**src/sv/assert_macros.svh**
```systemverilog
// Assertion macros shared by the decoder RTL.
// No dependencies; included by files that carry concurrent assertions.
`ifndef ASSERT_MACROS_SVH
`define ASSERT_MACROS_SVH

// Same-cycle implication, sampled on the rising clock edge, off during reset
`define ASSERT_IMPLIES(label, clk, rst, ante, cons, msg) \
  label: assert property (@(posedge clk) disable iff (rst) (ante) |-> (cons)) \
    else $error(msg);

// Next-cycle implication, sampled on the rising clock edge, off during reset
`define ASSERT_NEXT(label, clk, rst, ante, cons, msg) \
  label: assert property (@(posedge clk) disable iff (rst) (ante) |=> (cons)) \
    else $error(msg);

`endif

```
**src/sv/htwd_pkg.sv**
```systemverilog
// Shared types and constants for the Huffman tree-walk decoder.
// No dependencies; imported by the controller, the datapath and the top level.
`timescale 1ns / 1ps
`default_nettype none

package htwd_pkg;

  localparam int BYTE_BITS = 8;
  localparam int CFG_IDX_W = 2;

  // Configuration register indexes
  localparam logic [CFG_IDX_W-1:0] REG_SYMBOL_OFFSET = 2'd0;
  localparam logic [CFG_IDX_W-1:0] REG_ROOT_INDEX    = 2'd1;

  // Input item modes
  localparam logic MODE_LOAD   = 1'b0;
  localparam logic MODE_DECODE = 1'b1;

  // One tree node as held in the node table
  typedef struct packed {
    logic              leaf;
    logic signed [9:0] left;
    logic signed [9:0] right;
    logic [7:0]        symbol;
  } node_t;

  localparam int NODE_W = $bits(node_t);

  // Node seen when the root lies outside the table: inner node, no children
  localparam node_t NODE_NONE = '{leaf: 1'b0, left: -10'sd1, right: -10'sd1,
                                  symbol: 8'd0};

  typedef enum logic [2:0] {
    S_IDLE,
    S_FETCH,
    S_LATCH,
    S_STEP,
    S_CHILD,
    S_EOS,
    S_FINAL
  } state_t;

  // Controller to datapath
  typedef struct packed {
    logic accept;
    logic cfg_we;
    logic fetch;
    logic latch;
    logic leaf_cur;
    logic miss;
    logic go_child;
    logic eval_child;
    logic eos_end;
    logic push_last;
  } cmd_t;

  // Datapath to controller
  typedef struct packed {
    logic in_decode;
    logic nbits_zero;
    logic cur_leaf;
    logic child_missing;
    logic child_leaf;
    logic bits_last;
    logic node_ok;
    logic root_ok;
    logic walking;
    logic eos;
    logic pend_valid;
    logic out_free;
  } status_t;

endpackage

`default_nettype wire

```
**src/sv/htwd_ctrl.sv**
```systemverilog
// Sequencer of the tree walk: node fetch, per-bit step and evaluate, and end-of-item states.
// Depends on htwd_pkg for the state, command and status types.
`timescale 1ns / 1ps
`default_nettype none

module htwd_ctrl (
  input  logic              clk,
  input  logic              rst,
  input  logic              in_valid,
  input  logic              cfg_valid,
  input  htwd_pkg::status_t status,
  output logic              in_ready,
  output logic              cfg_ready,
  output htwd_pkg::cmd_t    cmd
);

  import htwd_pkg::*;

  state_t state;
  state_t state_next;
  logic   stall;

  // A new result cannot be taken while the held one waits for the output
  assign stall = status.pend_valid && !status.out_free;

  assign in_ready  = (state == S_IDLE);
  assign cfg_ready = (state == S_IDLE);

  always_ff @(posedge clk) begin
    if (rst) begin
      state <= S_IDLE;
    end else begin
      state <= state_next;
    end
  end

  // Next state
  always_comb begin
    state_next = state;
    case (state)
      S_IDLE: begin
        if (in_valid && status.in_decode) begin
          if (status.nbits_zero) begin
            state_next = S_EOS;
          end else if (status.node_ok) begin
            state_next = S_STEP;
          end else begin
            state_next = S_FETCH;
          end
        end
      end
      S_FETCH: state_next = S_LATCH;
      S_LATCH: state_next = S_STEP;
      S_STEP: begin
        if (status.cur_leaf) begin
          if (!stall) begin
            if (status.bits_last) begin
              state_next = S_EOS;
            end else if (status.root_ok) begin
              state_next = S_STEP;
            end else begin
              state_next = S_FETCH;
            end
          end
        end else if (status.child_missing) begin
          if (!stall) begin
            state_next = S_EOS;
          end
        end else begin
          state_next = S_CHILD;
        end
      end
      S_CHILD: begin
        if (!(status.child_leaf && stall)) begin
          if (status.bits_last) begin
            state_next = S_EOS;
          end else if (!status.child_leaf || status.root_ok) begin
            state_next = S_STEP;
          end else begin
            state_next = S_FETCH;
          end
        end
      end
      S_EOS: begin
        if (!(status.eos && status.walking && stall)) begin
          state_next = S_FINAL;
        end
      end
      S_FINAL: begin
        if (!stall) begin
          state_next = S_IDLE;
        end
      end
      default: state_next = S_IDLE;
    endcase
  end

  // Commands
  always_comb begin
    cmd        = '0;
    cmd.cfg_we = cfg_valid && (state == S_IDLE);
    case (state)
      S_IDLE:  cmd.accept = in_valid;
      S_FETCH: cmd.fetch  = 1'b1;
      S_LATCH: cmd.latch  = 1'b1;
      S_STEP: begin
        if (status.cur_leaf) begin
          cmd.leaf_cur = !stall;
        end else if (status.child_missing) begin
          cmd.miss = !stall;
        end else begin
          cmd.go_child = 1'b1;
        end
      end
      S_CHILD: cmd.eval_child = !(status.child_leaf && stall);
      S_EOS:   cmd.eos_end = status.eos && !(status.walking && stall);
      S_FINAL: cmd.push_last = !stall;
      default: cmd = '0;
    endcase
  end

endmodule

`default_nettype wire

```
**config.mk**
```make
export PLATFORM = sky130hd
export DESIGN_NAME = htwd_ctrl
export DESIGN_NICKNAME = d
export VERILOG_FILES = /design/src/sv/assert_macros.svh /design/src/sv/htwd_pkg.sv /design/src/sv/htwd_ctrl.sv
export SDC_FILE = /design/constraint.sdc
export NUM_CORES = 1
export LEC_CHECK = 0
export ABC_AREA = 1
export BUFFER_PORTS_ARGS = -buffer_cell sky130_fd_sc_hd__buf_2
export CORE_AREA = 8 8 45 47
export DETAILED_ROUTE_END_ITERATION = 8
export DIE_AREA = 0 0 53 55
export GPL_ROUTABILITY_DRIVEN = 0
export HOLD_SLACK_MARGIN = 0.12
export PLACE_DENSITY_LB_ADDON = 0.05
export SLEW_MARGIN = 20
export SYNTH_ARGS = -nofsm -noshare
export SYNTH_HDL_FRONTEND = slang
export SYNTH_SLANG_ARGS = --single-unit
```
**constraint.sdc**
```tcl
create_clock -name clk -period 1.21 [get_ports clk]
set_input_delay 0.121 -clock clk [delete_from_list [all_inputs] [get_ports clk]]
set_output_delay 0.121 -clock clk [all_outputs]
set_load 0.01 [all_outputs]
```
==> PnR_summary.wiki, run 1 <==
{| class="wikitable"
! Metric !! Value
|-
| Status || complete, but fails checks
|-
| Failing checks || negative setup slack
|-
| Pin count of the biggest net entering global routing || 9
|-
| Class of the tightest hold or removal check || in -> reg
|-
| Number of antenna violations at the first check in global routing || 0
|-
| Number of hold violations in the final report || 0
|-
| Global-route met3 utilization || 2.941%
|-
| Clock tree from TritonCTS || done
|-
| Count of synthesis-stage warnings from yosys || 0
|-
| Clock latency on the worst-skew pair || 0.23 ns
|-
| Met2 GRT Util || 19.14%
|-
| DPL Wire Length || 1.154 mm
|-
| Port-buffer cells || 27
|-
| Post-CTS Hold Buffers || 0
|-
| Post-layout min period || 1.348 ns
|-
| Fillcell total || 133
|-
| Final net count || 145
|-
| Cells after synthesis || 85
|-
| Number of global-route vias before repair || 636
|-
| Endpoint type of the worst setup path || output pin
|-
| Setup slack after placement || -0.06983 ns
|-
| Largest registers ranked by flip-flop count || state x3
|-
| Power per cell area || 2616 nW/um2
|-
| Maximum count of clock buffers along a single path || 2
|-
| Sink count of the clock tree || 3
|-
| Total length of routed wires || 1.558 mm
|-
| Fraction of layout cells with a size suffix above 1 || 57.81%
|-
| Starting Density || 34.27%
|-
| Number of violations reported at the end of detailed-routing iteration 0 || 5
|-
| Met1 track demand over resource in global routing || 12.41%
|-
| Most common cell after layout, fill and taps aside || buf_2
|-
| Master cell of the clock root buffer || clkbuf_4
|-
| Maximum ir drop on the vdd rail || 0.9071 mV
|-
| Worst slew slack as a fraction of its limit || 84.21%
|-
| Critical path startpoint || state[0]
|-
| Antenna fix cells || 0
|-
| Post-layout worst setup margin || -0.1377 ns
|-
| Core Box Area || 1384 um2
|-
| Die Outline Area || 2915 um2
|-
| Crit Path Category || reg -> out
|-
| Worst Path Required || 1.09 ns
|-
| Setup-violating endpoint count in the final report || 14
|-
| Clock edge transition at the registers on the reported setup and hold paths || 0.04 ns
|-
| Period Utilization, post-route || 111.4%
|-
| Global-route wire length before repair || 2.484 mm
|-
| Wire per inst || 10.82 um
|-
| Proportion of netlist area held by the largest area contributor || 16.62%
|-
| Number of flip-flops in the largest register || 3
|-
| Max-slew violation count || 0
|-
| Number of library cell types mapped by synthesis || 21
|-
| Finished Core Util || 63.74%
|-
| Via count || 652
|-
| Vertical die dimension || 55 um
|-
| Category of the worst setup path launch point || flop
|-
| TNS Setup || -0.9167 ns
|-
| Net count after synthesis || 101
|-
| I/O pin cnt || 28
|-
| Setup clock skew after layout || 0.0005972 ns
|-
| Antenna violation net count after detailed routing || 0
|-
| Part of the Yosys area used for sequential elements || 12.66%
|-
| Synth Area per Inst || 5.579 um2
|-
| Global routing's busiest layer || met2
|-
| End point of the critical path || cfg_ready
|-
| Count of maximum capacitance violations || 0
|-
| Grt total ovfl || 0
|-
| Drt drc || 0
|-
| Die extent in x || 53 um
|-
| All-layer global routing usage || 10.75%
|-
| Initial DRT Pass Iterations || 4
|-
| Worst reg2reg startpoint || state[0]
|-
| Setup slack, reg-to-reg || -0.06 ns
|-
| Layout overhead on the synthesized area || 86.02%
|-
| Rows || 14
|-
| Count of state elements after synthesis || 3
|-
| Unrepaired setup endpoints after global routing || true
|-
| Via count normalized by instance count || 4.528
|-
| Most frequent cells in the layout || 23 x buf_2, 19 x nand2_1, 12 x nor2_1
|-
| Area contributors post-synth || nand2_1 17%, dfxtp_1 13%, nor2_1 12%, inv_1 7.9%, nor2_2 6.6%
|-
| Netlist area before placement || 474.2 um2
|-
| Reg with most FFs || state
|-
| Crit path max fanout || 7
|-
| Yosys top cell by area || nand2_1
|-
| Reg2Reg Capture Point || state[2]
|-
| TritonCTS buffer count || 3
|-
| Maximum operating frequency || 742.0 MHz
|-
| Static leakage power || 0.4826 nW
|-
| Actual slew at the worst max-slew pin || 0.2359 ns
|-
| Number of levels the H-tree was split into || 1
|-
| Cell depth of the worst flop-to-flop path || 9
|-
| Signal arrival time at the worst endpoint || 1.23 ns
|}
-- repair_timing --
action                     4_1_cts  5_1_grt
hold endpoints to repair         0        0
setup endpoints to repair       15       14
pin swaps                        6       12
resized for setup               17       16
buffers inserted                 4        5
-- synth_stat cells --
cell,number
nand2_1,21
a21oi_1,2
nand3_2,2
nand2_2,2
nor2_4,1
buf_4,2
nor3_1,4
buf_6,1
nand2_4,1
o21ai_0,3
nor3b_1,1
dfxtp_1,3
inv_2,4
nor2_8,1
nand3_1,4
o211ai_1,1
a21boi_1,1
nand4_1,1
inv_1,10
nor2_1,15
nor2_2,5
-- where the power goes --
part           internal, mW  leakage [nW]  switching (mW)  total [mW]
sequential            0.180        0.0264           0.112       0.292
clock                 0.123        0.0150          0.0465       0.170
combinational         0.962         0.441           0.884        1.85
total                  1.27         0.483            1.04        2.31
-- logic make-up (layout without fill, tap and decap cells) --
group                  Yosys count  in the layout  synth area share (%)
flip-flops                       3              3                 12.67
AND/OR/NAND/NOR                 58             58                 62.27
AO/OA/AOI/OAI                    7              7                 8.444
buffers and inverters           17             60                 16.62
-- worst min-delay path by stage --
stage | start | to | slack, ns | depth (start not counted)
after global placement | rst | state[1] | 0.39 | 4
after floorplan | status[8] | cmd[3] | 0.29 | 1
after detailed placement | rst | state[1] | 0.40 | 4
after CTS | rst | state[1] | 0.15 | 4
after global routing | rst | state[1] | 0.19 | 4
final | rst | state[1] | 0.14 | 4
-- critical path, stage by stage (launching register included) --
cell and delay [ns]:
dfxtp_4 0.37, nor2_4 0.19, nand2_4 0.07, buf_6 0.12, inv_4 0.06, buf_4 0.10, buf_6 0.09
-- final cells by class --
type / count / area, um2 / area share, %
Multi-Input combinational cell: 65 / 401.6 / 45.53
Timing Repair Buffer: 42 / 307.8 / 34.89
Sequential cell: 3 / 68.82 / 7.801
Inverter: 14 / 57.56 / 6.525
Clock buffer: 4 / 26.28 / 2.979
Tap cell: 16 / 20.02 / 2.270
-- per-layer routing --
layer | part of all wire (%) | routed length [um] | vias up
met5 | 0 | 0 | -
met4 | 1.2 | 18 | 0
met3 | 4.4 | 69 | 2
met2 | 53 | 825 | 19
met1 | 41 | 645 | 283
li1 | - | - | 348
-- through the flow --
| step | hold slack [ns] | total power [mW] | std cells | cell area, um2 |
|---|---|---|---|---|
| 6_report | 0.1448 | 2.308 | 144 | 882.1 |
| 5_1_grt | 0.1882 | 2.503 | 144 | 882.1 |
| 4_1_cts | 0.1487 | 1.931 | 139 | 779.5 |
| 3_5_place_dp | 0.3986 | 1.511 | 132 | 680.7 |
| 3_3_place_gp | 0.3942 | 1.508 | 132 | 680.7 |
| 2_1_floorplan | 0.2927 | 1.046 | 85 | 474.2 |
(Power assumes the default switching activity.)
==> run 2, diff against run 1 <==
MAX_ROUTING_LAYER = met4   (was not set)
SETUP_SLACK_MARGIN = 0.2   (was not set)
==> PnR_summary.wiki, run 2 (synthesis results as in run 1) <==
{| class="wikitable"
! Metric !! Value
|-
| Status || complete, but fails checks
|-
| Failing checks || negative setup slack
|-
| Core Box Area || 1384 um2 (unchanged)
|-
| Grt total ovfl || 0 (unchanged)
|-
| Hold path startpoint || rst
|-
| Number of instances in the placed design || 132 (unchanged)
|-
| Total non-filler cell area in the finished layout || 968.4 um2 (+9.8%)
|-
| Crit Path Category || reg -> out
|-
| Number of violations reported at the end of detailed-routing iteration 0 || 8 (+3)
|-
| Count of maximum capacitance violations || 0 (unchanged)
|-
| Vertical die dimension || 55 um (unchanged)
|-
| Rows || 14 (unchanged)
|-
| Setup clock skew after layout || 0.004263 ns (+0.003666 ns)
|-
| I/O pin cnt || 28 (unchanged)
|-
| All-layer global routing usage || 12.98% (+2.2 points)
|-
| Number of levels the H-tree was split into || 1 (unchanged)
|-
| Drt drc || 0 (unchanged)
|-
| Most frequent cells in the layout || 24 x buf_2, 18 x nand2_1, 11 x buf_6
|-
| Static leakage power || 0.5134 nW (+6.4%)
|-
| Layout overhead on the synthesized area || 104.2%
|-
| Period Utilization, post-route || 107.1% (-4.3 points)
|-
| Number of hold violations in the final report || 0 (unchanged)
|-
| Most common cell after layout, fill and taps aside || buf_2
|-
| Number of flip-flops in the largest register || 3 (unchanged)
|-
| Class of the tightest hold or removal check || in -> reg
|-
| Antenna violation net count after detailed routing || 0 (unchanged)
|-
| Comb power frac || 82.1% (+2.1 points)
|-
| Number of antenna violations at the first check in global routing || 0 (unchanged)
|-
| Post-CTS Hold Buffers || 0 (unchanged)
|-
| Setup slack after placement || -0.07634 ns (-0.006505 ns)
|-
| DPL Wire Length || 1.165 mm (+0.93%)
|-
| Worst Path Required || 1.09 ns (about the same)
|-
| Die Outline Area || 2915 um2 (unchanged)
|-
| Via count || 663 (+1.7%)
|-
| Maximum ir drop on the vdd rail || 1.088 mV (+20%)
|-
| Power per cell area || 2541 nW/um2 (-2.9%)
|-
| Setup slack, reg-to-reg || -0.03 ns (+0.03 ns)
|-
| Port-buffer cells || 27 (unchanged)
|-
| Portion of total power attributed to the clock network || 7.2% (-0.2 points)
|-
| Destination of the worst hold path || state[1]
|-
| Total length of routed wires || 1.695 mm (+8.8%)
|-
| Switching power || 1.151 mW (+10%)
|-
| Clock tree from TritonCTS || done
|-
| Clock edge transition at the registers on the reported setup and hold paths || 0.04 ns (about the same)
|-
| Initial DRT Pass Iterations || 2 (-2)
|-
| Worst reg2reg startpoint || state[1]
|-
| Post-layout min period || 1.296 ns (-0.05163 ns)
|-
| Maximum operating frequency || 771.6 MHz (+4.0%)
|-
| Category of the worst setup path launch point || flop
|-
| Unrepaired setup endpoints after global routing || true
|-
| Signal arrival time at the worst endpoint || 1.18 ns (-0.05 ns)
|-
| Largest registers ranked by flip-flop count || state x3
|-
| Max-slew violation count || 0 (unchanged)
|-
| TNS Setup || -0.3809 ns (+0.5358 ns)
|-
| Master cell of the clock root buffer || clkbuf_4
|-
| Worst slew slack as a fraction of its limit || 80.81% (-3.4 points)
|-
| Via count normalized by instance count || 4.541 (+0.29%)
|-
| Global-route wire length before repair || 2.780 mm (+12%)
|-
| Post-layout worst setup margin || -0.08602 ns (+0.05163 ns)
|-
| Actual slew at the worst max-slew pin || 0.2866 ns (+0.05069 ns)
|-
| Final net count || 147 (+1.4%)
|-
| Reg2Reg Capture Point || state[0]
|-
| Pin count of the biggest net entering global routing || 9 (unchanged)
|-
| Fraction of layout cells with a size suffix above 1 || 64.62% (+6.8 points)
|-
| Reg with most FFs || state
|-
| Antenna fix cells || 0 (unchanged)
|-
| Switching share of power || 46.78% (+1.6 points)
|-
| Wire per inst || 11.61 um (+7.3%)
|-
| Proportion of power drawn by flip-flops and latches || 10.7% (-1.9 points)
|-
| Setup-violating endpoint count in the final report || 8 (-6)
|-
| TritonCTS buffer count || 3 (unchanged)
|-
| Starting Density || 34.27% (unchanged)
|-
| Clock latency on the worst-skew pair || 0.23 ns (about the same)
|-
| Number of global-route vias before repair || 694 (+9.1%)
|-
| Cell depth of the worst flop-to-flop path || 9 (unchanged)
|-
| Finished Core Util || 69.98% (+6.2 points)
|-
| Sink count of the clock tree || 3 (unchanged)
|-
| Placed instance area || 666.9 um2 (-2.0%)
|-
| Crit path max fanout || 4 (-3)
|-
| Maximum count of clock buffers along a single path || 2 (unchanged)
|-
| Number of cells on the worst hold path || 4 (unchanged)
|-
| Power after layout || 2.461 mW (+6.6%)
|-
| Die extent in x || 53 um (unchanged)
|-
| Endpoint type of the worst setup path || output pin
|-
| Int Power || 1.310 mW (+3.5%)
|-
| Worst slack on hold paths || 0.1532 ns (+0.008394 ns)
|-
| Final cell count without fillers || 146 (+1.4%)
|}
-- run 2: changes by cell type in the layout (fill, tap and decap cells not counted), sizes merged --
cell,delta
inv,-1
clkinv,+1
buf,+2
-- run 2: how the worst max path moves through the flow --
stage | from | end | slack (ns) | depth (start not counted)
after CTS | state[0] | cmd[8] | -0.09 | 5
final | state[1] | cmd[8] | -0.09 | 5
after global routing | state[1] | cmd[8] | -0.15 | 5
after global placement | state[0] | state[1] | -0.06 | 6
after detailed placement | state[0] | state[2] | -0.08 | 7
after floorplan | state[0] | state[0] | 0.12 | 9
-- run 2: layout make-up --
| class | count | area, um2 |
|---|---|---|
| flip-flops and latches | 3 | 68.82 |
| inverters | 14 | 70.07 |
| multi-input cells | 65 | 446.7 |
| repair buffers | 44 | 336.6 |
| clock buffers | 4 | 26.28 |
| well taps | 16 | 20.02 |
| fillers | 116 | 415.4 |
-- run 2: layer usage --
| metal | track usage [%] | share of wire [%] |
|---|---|---|
| met2 | 23.24 | 56 |
| met5 | - | 0 |
| met4 | 8.621 | 0 |
| met1 | 12.41 | 40 |
| met3 | 2.674 | 4.2 |
-- run 2: power groups by stage --
stage	logic, mW	registers (mW)	clock network [mW]
floorplan	0.858	0.200	0
global placement	1.14	0.255	0
detailed placement	1.14	0.259	0
CTS	1.77	0.263	0.184
global route	2.18	0.271	0.190
finish	2.02	0.264	0.177
-- run 2: critical path: stages, from the launching register on --
cell,delay (ns)
dfxtp_4,0.36
nor2_4,0.18
nand2_2,0.09
buf_6,0.13
nor2_2,0.06
buf_2,0.13
-- run 2: timing repair --
action / in CTS / in global routing
endpoints found under the setup margin: 15 / 15
pin swaps: 9 / 10
cloned: 0 / 0
gates resized for setup: 28 / 18
setup buffers: 9 / 1
==> run 3, diff against run 2 <==
GPL_TIMING_DRIVEN = 0   (was not set)
==> PnR_summary.wiki, run 3 (synthesis results as in run 1) <==
{| class="wikitable"
! Metric !! Value
|-
| Rows || 14 (unchanged)
|-
| Layout overhead on the synthesized area || 91.03%
|-
| Number of antenna violations at the first check in global routing || 0 (unchanged)
|-
| Worst slew slack as a fraction of its limit || 80.53% (-0.28 points)
|-
| Die Outline Area || 2915 um2 (unchanged)
|-
| Reg with most FFs || state
|-
| Status || complete, but fails checks
|-
| Worst Path Required || 1.09 ns (about the same)
|-
| Buffer and inverter count on the worst path || 3 (+1)
|-
| Number of flip-flops in the largest register || 3 (unchanged)
|-
| Via count || 670 (+1.1%)
|-
| Static leakage power || 0.4891 nW (-4.7%)
|-
| All-layer global routing usage || 11.36% (-1.6 points)
|-
| Period Utilization, post-route || 109.7% (+2.6 points)
|-
| Final net count || 146 (-0.68%)
|-
| CP delay by family, top || buffers and inverters
|-
| TritonCTS buffer count || 3 (unchanged)
|-
| Die extent in x || 53 um (unchanged)
|-
| Clock edge transition at the registers on the reported setup and hold paths || 0.04 ns (about the same)
|-
| Post-layout min period || 1.328 ns (+0.03172 ns)
|-
| Antenna fix cells || 0 (unchanged)
|-
| Drt drc || 0 (unchanged)
|-
| Post-CTS Hold Buffers || 0 (unchanged)
|-
| Global routing's busiest layer || met2
|-
| Clock tree from TritonCTS || done
|-
| Initial DRT Pass Iterations || 4 (+2)
|-
| Fillcell total || 127 (+9.5%)
|-
| Category of the worst setup path launch point || flop
|-
| Crit Path Category || reg -> out
|-
| Global-route wire length before repair || 2.511 mm (-9.7%)
|-
| I/O pin cnt || 28 (unchanged)
|-
| Total length of routed wires || 1.669 mm (-1.5%)
|-
| Maximum operating frequency || 753.2 MHz (-2.4%)
|-
| Power per cell area || 2679 nW/um2 (+5.4%)
|-
| Total non-filler cell area in the finished layout || 905.9 um2 (-6.5%)
|-
| Met2 GRT Util || 19.73% (-3.5 points)
|-
| Number of global-route vias before repair || 651 (-6.2%)
|-
| Signal arrival time at the worst endpoint || 1.21 ns (+0.03 ns)
|-
| Actual slew at the worst max-slew pin || 0.2908 ns (+0.004153 ns)
|-
| Failing checks || negative setup slack
|-
| Global-route met3 utilization || 2.139% (-0.53 points)
|-
| Most used cell, CP || buf_6
|-
| Unrepaired setup endpoints after global routing || true
|-
| Largest registers ranked by flip-flop count || state x3
|-
| Number of violations reported at the end of detailed-routing iteration 0 || 12 (+4)
|-
| Starting Density || 34.27% (unchanged)
|-
| Wire per inst || 11.51 um (-0.85%)
|-
| Biggest cell delay along the critical path || 0.30 ns (-0.06 ns)
|-
| Vertical die dimension || 55 um (unchanged)
|-
| Post-layout worst setup margin || -0.1177 ns (-0.03172 ns)
|-
| Number of hold violations in the final report || 0 (unchanged)
|-
| Maximum ir drop on the vdd rail || 0.8717 mV (-20%)
|-
| Number of levels the H-tree was split into || 1 (unchanged)
|-
| Count of maximum capacitance violations || 0 (unchanged)
|-
| Clock latency on the worst-skew pair || 0.24 ns (about the same)
|-
| Core Box Area || 1384 um2 (unchanged)
|-
| Setup clock skew after layout || 0.007726 ns (+0.003463 ns)
|-
| Endpoint type of the worst setup path || output pin
|-
| Antenna violation net count after detailed routing || 0 (unchanged)
|-
| Number of instances in the placed design || 128 (-3.0%)
|-
| Master cell of the clock root buffer || clkbuf_4
|-
| Pin count of the biggest net entering global routing || 9 (unchanged)
|-
| DPL Wire Length || 1.104 mm (-5.2%)
|-
| Grt total ovfl || 0 (unchanged)
|-
| Worst slack on hold paths || 0.1580 ns (+0.004785 ns)
|-
| Fraction of layout cells with a size suffix above 1 || 67.44% (+2.8 points)
|-
| Cell breakdown of the critical path || buf_6, nor2_4, buf_6, nand2_4, a21oi_2, buf_2
|-
| Slowest cell on the critical path || dfxtp_2
|-
| Port-buffer cells || 27 (unchanged)
|-
| Met1 track demand over resource in global routing || 12.27% (-0.13 points)
|-
| Crit path max fanout || 3 (-1)
|-
| Final cell count without fillers || 145 (-0.68%)
|-
| Placed instance area || 640.6 um2 (-3.9%)
|-
| Via count normalized by instance count || 4.621 (+1.8%)
|-
| Sink count of the clock tree || 3 (unchanged)
|-
| Maximum count of clock buffers along a single path || 2 (unchanged)
|-
| Most common cell after layout, fill and taps aside || buf_2
|-
| Max-slew violation count || 0 (unchanged)
|-
| Class of the tightest hold or removal check || in -> reg
|-
| Most frequent cells in the layout || 27 x buf_2, 14 x nand2_1, 11 x nor2_2
|-
| Power after layout || 2.427 mW (-1.4%)
|-
| Setup-violating endpoint count in the final report || 11 (+3)
|}
run 3: changes by cell type in the layout (fill, tap and decap cells not counted), moves of 2 or more:
cell     delta
buf_2       +3
buf_4       +2
buf_6       -6
inv_4       +2
nand2_1     -4
nand2_2     +4
nor2_1      -2
nor2_2      +5
nor2_4      -3
run 3: worst register-to-register path, delay by kind of cell (launching register included):
family                 cells  cell delay [ns]
and+or+nand+nor            6             0.60
DFF                        1             0.32
buffers and inverters      2             0.27
run 3: cell type report:
type	instances	area, um2	share of cell area, %
Inverter	14	62.56	6.906
Sequential cell	3	66.31	7.320
Timing Repair Buffer	40	256.5	28.31
Clock buffer	4	26.28	2.901
Tap cell	16	20.02	2.210
Buffer	3	37.54	4.144
Multi-Input combinational cell	65	436.7	48.20
run 3: per-layer routing:
metal,share of wire [%],vias up
li1,-,351
met1,41,295
met2,54,22
met3,4.6,2
met4,0.66,0
met5,0,-
run 3: repair_timing:
action                                  in CTS  in global routing
pin swaps                                    7                  9
endpoints found under the hold margin        0                  0
resized for setup                           15                 24
cloned                                       1                  0
buffers inserted                             3                  9
endpoints found under the setup margin      15                 15
run 3: worst paths after layout:
path	startpoint	endpoint	slack, ns	cells past startpoint
setup / recovery	state[0]	cmd[2]	-0.12	6
hold / removal	rst	state[2]	0.16	4
setup reg to reg	state[2]	state[2]	-0.09	8
hold reg to reg	state[2]	state[2]	0.70	5
run 3: stage by stage:
step	setup TNS (ns)	setup slack (ns)	util, %
6_report	-0.5578	-0.1177	65.46
5_1_grt	-1.317	-0.1690	65.46
4_1_cts	-0.4565	-0.08100	55.61
3_5_place_dp	0	0.01871	46.29
3_3_place_gp	0	0.01611	46.29
2_1_floorplan	0	0.1235	-
run 3: power by group:
part,leakage [nW],internal [mW],switching (mW)
Combinational,0.448,0.960,1.05
Clock,0.0150,0.124,0.0572
Sequential,0.0261,0.171,0.0669
Total,0.489,1.26,1.17
